[src/ttcm_pkg.sv]
// Shared constants and types for the touch tap coordinate mapper.
package ttcm_pkg;

  // Screen geometry.
  localparam int SCREEN_W   = 800;
  localparam int SCREEN_H   = 480;
  localparam int SCREEN_MAX = 4096;

  // Scale factor (screen size minus one) width and the axis product width.
  localparam int RAW_W   = 32;
  localparam int SCALE_W = $clog2(SCREEN_MAX);
  localparam int PROD_W  = RAW_W + SCALE_W;

  typedef logic [SCALE_W-1:0]      scale_t;
  typedef logic signed [RAW_W-1:0] raw_t;

  localparam scale_t SCALE_X = SCALE_W'(SCREEN_W - 1);
  localparam scale_t SCALE_Y = SCALE_W'(SCREEN_H - 1);

  // Field widths.
  localparam int TYPE_W   = 16;
  localparam int CODE_W   = 16;
  localparam int TIME_W   = 32;
  localparam int MS_CFG_W = 16;
  localparam int TAP_X_W  = 10;
  localparam int TAP_Y_W  = 9;

  localparam int IN_DATA_W  = 96;
  localparam int OUT_FLD_W  = TAP_X_W + TAP_Y_W + TIME_W;
  localparam int OUT_DATA_W = ((OUT_FLD_W + 7) / 8) * 8;

  // Event codes.
  localparam logic [TYPE_W-1:0] EVT_KEY   = 16'd1;
  localparam logic [TYPE_W-1:0] EVT_ABS   = 16'd3;
  localparam logic [CODE_W-1:0] AXIS_X    = 16'd0;
  localparam logic [CODE_W-1:0] AXIS_Y    = 16'd1;
  localparam logic [CODE_W-1:0] KEY_TOUCH = 16'd330;
  localparam raw_t              KEY_PRESS   = 32'sd1;
  localparam raw_t              KEY_RELEASE = 32'sd0;

  // Configuration register indexes.
  localparam int CFG_IDX_W = 3;
  localparam logic [CFG_IDX_W-1:0] REG_RAW_X_LOW  = 3'd0;
  localparam logic [CFG_IDX_W-1:0] REG_RAW_X_HIGH = 3'd1;
  localparam logic [CFG_IDX_W-1:0] REG_RAW_Y_LOW  = 3'd2;
  localparam logic [CFG_IDX_W-1:0] REG_RAW_Y_HIGH = 3'd3;
  localparam logic [CFG_IDX_W-1:0] REG_TAP_MIN    = 3'd4;
  localparam logic [CFG_IDX_W-1:0] REG_TAP_MAX    = 3'd5;

endpackage

[src/ttcm_axis.sv]
// One axis of the mapper: serial multiply by the scale, then restoring divide by the range.
module ttcm_axis (
  input  logic            clk,
  input  logic            rst_n,
  input  logic            start,
  input  ttcm_pkg::raw_t  raw,
  input  ttcm_pkg::raw_t  lo,
  input  ttcm_pkg::raw_t  hi,
  input  ttcm_pkg::scale_t scale,
  output logic            busy,
  output ttcm_pkg::scale_t qc
);

  localparam int RAW_W   = ttcm_pkg::RAW_W;
  localparam int SCALE_W = ttcm_pkg::SCALE_W;
  localparam int PROD_W  = ttcm_pkg::PROD_W;
  localparam int CNT_W   = $clog2(PROD_W);
  localparam int SIDX_W  = $clog2(SCALE_W);

  localparam logic [1:0] ST_IDLE = 2'd0;
  localparam logic [1:0] ST_MUL  = 2'd1;
  localparam logic [1:0] ST_DIV  = 2'd2;

  logic [1:0]        state_r, state_nxt;
  logic [CNT_W-1:0]  cnt_r, cnt_nxt;
  logic [RAW_W-1:0]  mag_r, mag_nxt;
  logic [RAW_W-1:0]  range_r, range_nxt;
  logic              neg_r, neg_nxt;
  logic [PROD_W-1:0] p_r, p_nxt;
  logic [RAW_W-1:0]  rem_r, rem_nxt;
  logic [SCALE_W-1:0] q_r, q_nxt;
  logic              ovf_r, ovf_nxt;

  logic signed [RAW_W:0] off;
  logic signed [RAW_W:0] rng;
  logic [RAW_W:0]        trial;
  logic [RAW_W+1:0]      diff;
  logic                  ge;

  assign off   = {raw[RAW_W-1], raw} - {lo[RAW_W-1], lo};
  assign rng   = {hi[RAW_W-1], hi} - {lo[RAW_W-1], lo};
  assign trial = {rem_r, p_r[PROD_W-1]};
  assign diff  = {1'b0, trial} - {2'b00, range_r};
  assign ge    = ~diff[RAW_W+1];

  always_comb begin
    state_nxt = state_r;
    cnt_nxt   = cnt_r;
    mag_nxt   = mag_r;
    range_nxt = range_r;
    neg_nxt   = neg_r;
    p_nxt     = p_r;
    rem_nxt   = rem_r;
    q_nxt     = q_r;
    ovf_nxt   = ovf_r;
    case (state_r)
      ST_IDLE: begin
        if (start) begin
          neg_nxt   = off[RAW_W];
          mag_nxt   = off[RAW_W-1:0];
          // a range of zero or less divides by one
          range_nxt = (rng <= 0) ? RAW_W'(1) : rng[RAW_W-1:0];
          p_nxt     = '0;
          rem_nxt   = '0;
          q_nxt     = '0;
          ovf_nxt   = 1'b0;
          cnt_nxt   = CNT_W'(SCALE_W - 1);
          state_nxt = ST_MUL;
        end
      end
      ST_MUL: begin
        // MSB-first shift-add over the scale bits
        p_nxt = {p_r[PROD_W-2:0], 1'b0} +
                (scale[cnt_r[SIDX_W-1:0]] ? {{SCALE_W{1'b0}}, mag_r} : '0);
        if (cnt_r == '0) begin
          cnt_nxt   = CNT_W'(PROD_W - 1);
          state_nxt = ST_DIV;
        end else begin
          cnt_nxt = cnt_r - 1'b1;
        end
      end
      ST_DIV: begin
        p_nxt   = {p_r[PROD_W-2:0], 1'b0};
        rem_nxt = ge ? diff[RAW_W-1:0] : trial[RAW_W-1:0];
        // only whether the quotient exceeds the scale matters above SCALE_W bits
        ovf_nxt = ovf_r | q_r[SCALE_W-1];
        q_nxt   = {q_r[SCALE_W-2:0], ge};
        if (cnt_r == '0) begin
          state_nxt = ST_IDLE;
        end else begin
          cnt_nxt = cnt_r - 1'b1;
        end
      end
      default: begin
        state_nxt = ST_IDLE;
      end
    endcase
  end

  always_ff @(posedge clk) begin
    if (!rst_n) begin
      state_r <= ST_IDLE;
      cnt_r   <= '0;
    end else begin
      state_r <= state_nxt;
      cnt_r   <= cnt_nxt;
    end
  end

  always_ff @(posedge clk) begin
    mag_r   <= mag_nxt;
    range_r <= range_nxt;
    neg_r   <= neg_nxt;
    p_r     <= p_nxt;
    rem_r   <= rem_nxt;
    q_r     <= q_nxt;
    ovf_r   <= ovf_nxt;
  end

  assign busy = (state_r != ST_IDLE);

  // negative offset gives a quotient of zero or below, so the clamp lands on 0
  always_comb begin
    if (neg_r) begin
      qc = '0;
    end else if (ovf_r || (q_r > scale)) begin
      qc = scale;
    end else begin
      qc = q_r;
    end
  end

endmodule

[src/touch_tap_coordinate_mapper_unit.sv]
// Top level of the touch tap coordinate mapper: event decode, press timing and tap output.
//
// Takes one input event per transaction. Axis and press events, and releases that do not make
// a tap, are taken without leaving the idle state. A release that makes a tap starts both
// axis units, which run side by side: a bit-serial multiply by the screen size minus one and
// a restoring divide by the calibrated range, one quotient bit per cycle. The input accepts
// again once the tap is loaded into the output register, which waits until both axis units
// are done and the output register is free. A tap still waiting on the output does not stop
// new events from being accepted. Tap Y is flipped so the origin is at the bottom, and both
// axes are clamped to the screen.
module touch_tap_coordinate_mapper_unit (
  input  logic                                clk,
  input  logic                                rst_n,
  input  logic                                in_tvalid,
  output logic                                in_tready,
  // event_type[15:0], event_code[31:16], event_value[63:32], now_ms[95:64]
  input  logic [ttcm_pkg::IN_DATA_W-1:0]      in_tdata,
  output logic                                out_tvalid,
  input  logic                                out_tready,
  // tap_x[9:0], tap_y[18:10], tap_start_ms[50:19], zero pad above
  output logic [ttcm_pkg::OUT_DATA_W-1:0]     out_tdata,
  input  logic                                cfg_we,
  input  logic [ttcm_pkg::CFG_IDX_W-1:0]      cfg_index,
  input  logic [ttcm_pkg::RAW_W-1:0]          cfg_wdata
);

  localparam int TIME_W   = ttcm_pkg::TIME_W;
  localparam int MS_CFG_W = ttcm_pkg::MS_CFG_W;

  localparam logic ST_IDLE = 1'b0;
  localparam logic ST_BUSY = 1'b1;

  // Configuration.
  ttcm_pkg::raw_t        x_low_r, x_high_r, y_low_r, y_high_r;
  logic [MS_CFG_W-1:0]   tap_min_r, tap_max_r;

  // Tracking state.
  logic                  state_r, state_nxt;
  ttcm_pkg::raw_t        last_x_r, last_x_nxt;
  ttcm_pkg::raw_t        last_y_r, last_y_nxt;
  logic                  touch_down_r, touch_down_nxt;
  logic [TIME_W-1:0]     press_begin_r, press_begin_nxt;

  logic                  out_valid_r, out_valid_nxt;
  logic [ttcm_pkg::TAP_X_W-1:0] tap_x_r;
  logic [ttcm_pkg::TAP_Y_W-1:0] tap_y_r;
  logic [TIME_W-1:0]     tap_start_r;

  logic [ttcm_pkg::TYPE_W-1:0] ev_type;
  logic [ttcm_pkg::CODE_W-1:0] ev_code;
  ttcm_pkg::raw_t        ev_value;
  logic [TIME_W-1:0]     ev_now;
  logic [TIME_W-1:0]     dur;
  logic                  in_acc;
  logic                  tap_hit;
  logic                  load_out;

  logic                  x_busy, y_busy;
  ttcm_pkg::scale_t      qc_x, qc_y;
  ttcm_pkg::scale_t      y_flip;

  assign ev_type  = in_tdata[15:0];
  assign ev_code  = in_tdata[31:16];
  assign ev_value = in_tdata[63:32];
  assign ev_now   = in_tdata[95:64];

  assign in_tready = (state_r == ST_IDLE);
  assign in_acc    = in_tvalid && in_tready;
  assign dur       = ev_now - press_begin_r;

  always_comb begin
    state_nxt       = state_r;
    last_x_nxt      = last_x_r;
    last_y_nxt      = last_y_r;
    touch_down_nxt  = touch_down_r;
    press_begin_nxt = press_begin_r;
    tap_hit         = 1'b0;
    load_out        = 1'b0;
    case (state_r)
      ST_IDLE: begin
        if (in_acc) begin
          if (ev_type == ttcm_pkg::EVT_ABS) begin
            if (ev_code == ttcm_pkg::AXIS_X) begin
              last_x_nxt = ev_value;
            end else if (ev_code == ttcm_pkg::AXIS_Y) begin
              last_y_nxt = ev_value;
            end
          end else if (ev_type == ttcm_pkg::EVT_KEY && ev_code == ttcm_pkg::KEY_TOUCH) begin
            if (ev_value == ttcm_pkg::KEY_PRESS) begin
              touch_down_nxt  = 1'b1;
              press_begin_nxt = ev_now;
            end else if (ev_value == ttcm_pkg::KEY_RELEASE) begin
              touch_down_nxt = 1'b0;
              if (touch_down_r && (dur >= TIME_W'(tap_min_r)) &&
                  (dur < TIME_W'(tap_max_r))) begin
                tap_hit   = 1'b1;
                state_nxt = ST_BUSY;
              end
            end
          end
        end
      end
      ST_BUSY: begin
        if (!x_busy && !y_busy && (!out_valid_r || out_tready)) begin
          load_out  = 1'b1;
          state_nxt = ST_IDLE;
        end
      end
      default: begin
        state_nxt = ST_IDLE;
      end
    endcase
  end

  always_comb begin
    out_valid_nxt = out_valid_r;
    if (out_tready) begin
      out_valid_nxt = 1'b0;
    end
    if (load_out) begin
      out_valid_nxt = 1'b1;
    end
  end

  always_ff @(posedge clk) begin
    if (!rst_n) begin
      state_r       <= ST_IDLE;
      last_x_r      <= '0;
      last_y_r      <= '0;
      touch_down_r  <= 1'b0;
      press_begin_r <= '0;
      out_valid_r   <= 1'b0;
    end else begin
      state_r       <= state_nxt;
      last_x_r      <= last_x_nxt;
      last_y_r      <= last_y_nxt;
      touch_down_r  <= touch_down_nxt;
      press_begin_r <= press_begin_nxt;
      out_valid_r   <= out_valid_nxt;
    end
  end

  always_ff @(posedge clk) begin
    if (!rst_n) begin
      x_low_r   <= 32'sd0;
      x_high_r  <= 32'sd1023;
      y_low_r   <= 32'sd0;
      y_high_r  <= 32'sd1023;
      tap_min_r <= 16'd50;
      tap_max_r <= 16'd1000;
    end else if (cfg_we) begin
      case (cfg_index)
        ttcm_pkg::REG_RAW_X_LOW:  x_low_r   <= cfg_wdata;
        ttcm_pkg::REG_RAW_X_HIGH: x_high_r  <= cfg_wdata;
        ttcm_pkg::REG_RAW_Y_LOW:  y_low_r   <= cfg_wdata;
        ttcm_pkg::REG_RAW_Y_HIGH: y_high_r  <= cfg_wdata;
        ttcm_pkg::REG_TAP_MIN:    tap_min_r <= cfg_wdata[MS_CFG_W-1:0];
        ttcm_pkg::REG_TAP_MAX:    tap_max_r <= cfg_wdata[MS_CFG_W-1:0];
        default: begin
        end
      endcase
    end
  end

  ttcm_axis u_axis_x (
    .clk   (clk),
    .rst_n (rst_n),
    .start (tap_hit),
    .raw   (last_x_r),
    .lo    (x_low_r),
    .hi    (x_high_r),
    .scale (ttcm_pkg::SCALE_X),
    .busy  (x_busy),
    .qc    (qc_x)
  );

  ttcm_axis u_axis_y (
    .clk   (clk),
    .rst_n (rst_n),
    .start (tap_hit),
    .raw   (last_y_r),
    .lo    (y_low_r),
    .hi    (y_high_r),
    .scale (ttcm_pkg::SCALE_Y),
    .busy  (y_busy),
    .qc    (qc_y)
  );

  // qc_y never exceeds the scale, so the flip stays in range
  assign y_flip = ttcm_pkg::SCALE_Y - qc_y;

  always_ff @(posedge clk) begin
    if (load_out) begin
      tap_x_r     <= qc_x[ttcm_pkg::TAP_X_W-1:0];
      tap_y_r     <= y_flip[ttcm_pkg::TAP_Y_W-1:0];
      tap_start_r <= press_begin_r;
    end
  end

  assign out_tvalid = out_valid_r;
  assign out_tdata  = {{(ttcm_pkg::OUT_DATA_W - ttcm_pkg::OUT_FLD_W){1'b0}},
                       tap_start_r, tap_y_r, tap_x_r};

endmodule

[config.mk]
export PLATFORM = sky130hd
export DESIGN_NAME = touch_tap_coordinate_mapper_unit
export DESIGN_NICKNAME = d
export VERILOG_FILES = /design/src/ttcm_pkg.sv /design/src/ttcm_axis.sv /design/src/touch_tap_coordinate_mapper_unit.sv
export SDC_FILE = /design/constraint.sdc
export NUM_CORES = 2
export LEC_CHECK = 0
export BUFFER_PORTS_ARGS = -buffer_cell sky130_fd_sc_hd__buf_2
export CORE_UTILIZATION = 50
export DETAILED_ROUTE_END_ITERATION = 12
export HOLD_SLACK_MARGIN = 0.08
export PLACE_DENSITY = 0.78
export SETUP_SLACK_MARGIN = 0.15
export SYNTH_ARGS = -nofsm -noshare
export SYNTH_HDL_FRONTEND = slang
export SYNTH_SLANG_ARGS = --single-unit
[constraint.sdc]
create_clock -name clk -period 11.55 [get_ports clk]
set_input_delay 2.31 -clock clk [delete_from_list [all_inputs] [get_ports clk]]
set_output_delay 2.31 -clock clk [all_outputs]
set_load 0.03 [all_outputs]
==> metrics.cfg <==
[status]
run_status = complete, no violations

[critical_path]
r2r_cells = 19
crit_required_ps = 11790
cp.buffers_inverters = 3
reg2reg_setup_slack_ps = 5250
critPathMaxStageDelay_ps = 660
cp.arrival_ps = 7990
crit_type = input pin to flop
cp-start-kind = input pin
cp_max_fo = 65
crit_slowest_cell = buf_4
rr_endpoint = u_axis_y.range_r[31]
path_cells = buf_2, inv_1, ha_1, fa_1, nor2b_1, o31ai_1, a21oi_1, a21o_1, nor2_1, xnor2_1, ha_1, and4_1, a31oi_1, nand4_1, or4_1, or3_1, or4_1, nor4b_1, nand4_1, nor3_2, buf_4
reg2reg_from = press_begin_r[2]
endpoint_kind = flop
crit_family = simple AND/OR/NAND/NOR gates

[global_route]
grt_pass1_wl_mm = 164
grt_usage = 0.251
grt_pass1_vias = 31600
grt_max_degree = 105
grt.overflow.total = 0
antenna_found_initial = 27

[power_and_ir_drop]
power.share.sequential = 0.444
p_sw_w = 0.00137
peakVddDrop_uv = 88.2
p_int_w = 0.00409
powerDensity_nw_per_um2 = 123
leakage_nw = 17.3
power_frac_comb = 0.114
swShare = 0.250
finalPower_w = 0.00546
clkPwrFrac = 0.442

[synth]
synth_top_area_frac = 0.272
synthTopCellsByCount = nand2_1 (626), a21oi_1 (423), nor2_1 (382)
synth_edf_count = 359
synthCells = 4443
synth_flop_cell = edfxtp_1
synth_seq_cells = 636
yosysSeqAreaShare = 0.411
netlist.top_cell.by_area = edfxtp_1
yosys_warnings = 0
syn_avg_cell_area_um2 = 8.93
synthTopCellsByArea = edfxtp_1 (27%), dfxtp_1 (14%), ha_1 (10%)
async_flop_share = 0
yosys.cell_count.top_type = nand2_1
yosysUniqueCellTypes = 93
synth_area_um2 = 39700

[min_path]
hold_depth = 2
min_to = x_low_r[24]
hold_class = flop to flop
hold_path.startpoint = x_low_r[24]

[detailed_routing]
vias_per_cell = 5.81
wl_per_cell_um = 18.2
met3WireLength_mm = 8.60
firstDrtPassIters = 6
route.detailed.drc = 0
via_count = 33100
wl_mm = 103
wl_met2_mm = 46.7
met1_length_mm = 44.8
drt_iter0_drc = 2744
highest_layer = met5
antenna_left = 0

[timing]
rsz0062_at_grt = no
tightest_slew_ps = 1290
finalSetupViolations = 0
slew_viol_final = 0
slew_headroom = 0.137
hold_viol = 0
fmax_mhz = 129
whs_ps = 455
skew_ps = 33.4
fin_setup_tns_ps = 0
min_period_ps = 7760
finalCritPeriodShare = 0.672

[floorplanning]
die_width_um = 284
core_um2 = 78000
die_height_um = 284
start_util = 0.509
dieArea_um2 = 80500
ios = 194
num_rows = 102

[placed_design]
globalplace.congestion = 0.923
hpwlAfterDp_mm = 76.1
place_area_um2 = 41700
placement.io_buffers = 188

[clock_network]
cts_htree_levels = 3
cts_tree = built
path_clk_slew_ps = 60
numCtsBuffers = 74
ctsRootBufferMaster = clkbuf_16
clkLatencyLatePin_ps = 630
cts_resized = 0
cts_setup_buffers = 0
clockBufferDepth = 3
ctsHoldBuffers = 0
clkSinkCount = 636

[finish]
drive_gt1_frac = 0.0867
area_growth_pct = 11.4
nets = 5064
post-route-util = 0.567
fillers = 6767
design_area_um2 = 44200

[job]
drv_cap = 0

## layout by cell type (no fill, tap or decap), types with 96 or more instances in the layout
cell,count
mux2i_1,97
xnor2_1,145
o21ai_0,189
nor2_1,378
edfxtp_1,359
nand3_1,98
buf_2,188
a21o_1,96
ha_1,328
a21oi_1,423
dfxtp_1,277
and2_1,100
inv_1,286
nand2_1,626
## layer usage
metal / vias up / global-route usage
met1: 15600 / 0.332
li1: 16200 / -
met2: 1042 / 0.407
met5: - / 0
met3: 228 / 0.0535
met4: 34 / 0.0849
## registers in the layout, summed over array words and instances, names as in the netlist, 32 cells and up, named ones only
signal / cells
last_x_r: 32
last_y_r: 32
press_begin_r: 32
tap_start_r: 32
u_axis_x.mag_r: 32
u_axis_x.p_r: 44
u_axis_x.range_r: 32
u_axis_x.rem_r: 32
u_axis_y.mag_r: 32
u_axis_y.p_r: 44
u_axis_y.range_r: 32
u_axis_y.rem_r: 32
x_high_r: 32
x_low_r: 32
y_high_r: 32
y_low_r: 32
## kinds of logic after synthesis
group	share of synthesized area
buffers and inverters	0.0433
AND/OR/NAND/NOR	0.182
adder cells (fa/ha/maj)	0.108
other	0.0000945
flip-flops	0.411
multiplexers	0.0248
AO/OA/AOI/OAI	0.183
XOR/XNOR	0.0477
## cell type report
type,count,area (um^2),area share
multi-input combinational,3365,21700,0.492
sequential,636,16300,0.369
clock buffer,107,2240,0.0506
tap,1040,1300,0.0294
timing repair buffer,225,1220,0.0276
inverter,289,1090,0.0247
clock inverter,28,260,0.00589
antenna,10,25.0,0.000566
## worst register-to-register path, delay by kind of cell, from the launching register on
kind / cells / cell delay (ps)
xor gates and xnor gates: 1 / 180
adders and majority gates: 2 / 620
DFF: 1 / 350
and+or+nand+nor: 10 / 2770
AOI/OAI and AO/OA: 4 / 1190
buffers and inverters: 2 / 720
## through the flow
step | std cells | setup slack [ps]
after floorplan | 4447 | 224
after detailed placement | 5555 | 3210
after CTS | 5690 | 3850
after global placement | 5555 | 3380
final | 5700 | 3790
after global routing | 5693 | 3420
## worst max path at each step
| stage | end | cells after the start | start |
|---|---|---|---|
| floorplan | u_axis_x.mag_r[0] | 18 | in_tdata[68] |
| global placement | u_axis_y.neg_r | 21 | in_tdata[64] |
| detailed placement | u_axis_y.mag_r[30] | 21 | in_tdata[64] |
| CTS | u_axis_y.range_r[31] | 21 | in_tdata[64] |
| global route | u_axis_y.mag_r[0] | 20 | in_tdata[68] |
| finish | u_axis_y.range_r[31] | 21 | in_tdata[64] |
## power groups by stage
stage | clock [W] | combinational [W] | sequential [W]
floorplan | 0 | 0.000426 | 0.00247
global placement | 0 | 0.000597 | 0.00247
detailed placement | 0 | 0.000605 | 0.00247
CTS | 0.00245 | 0.000611 | 0.00242
global route | 0.00253 | 0.000678 | 0.00242
finish | 0.00241 | 0.000621 | 0.00242
Power figures use the tool's default switching activity.
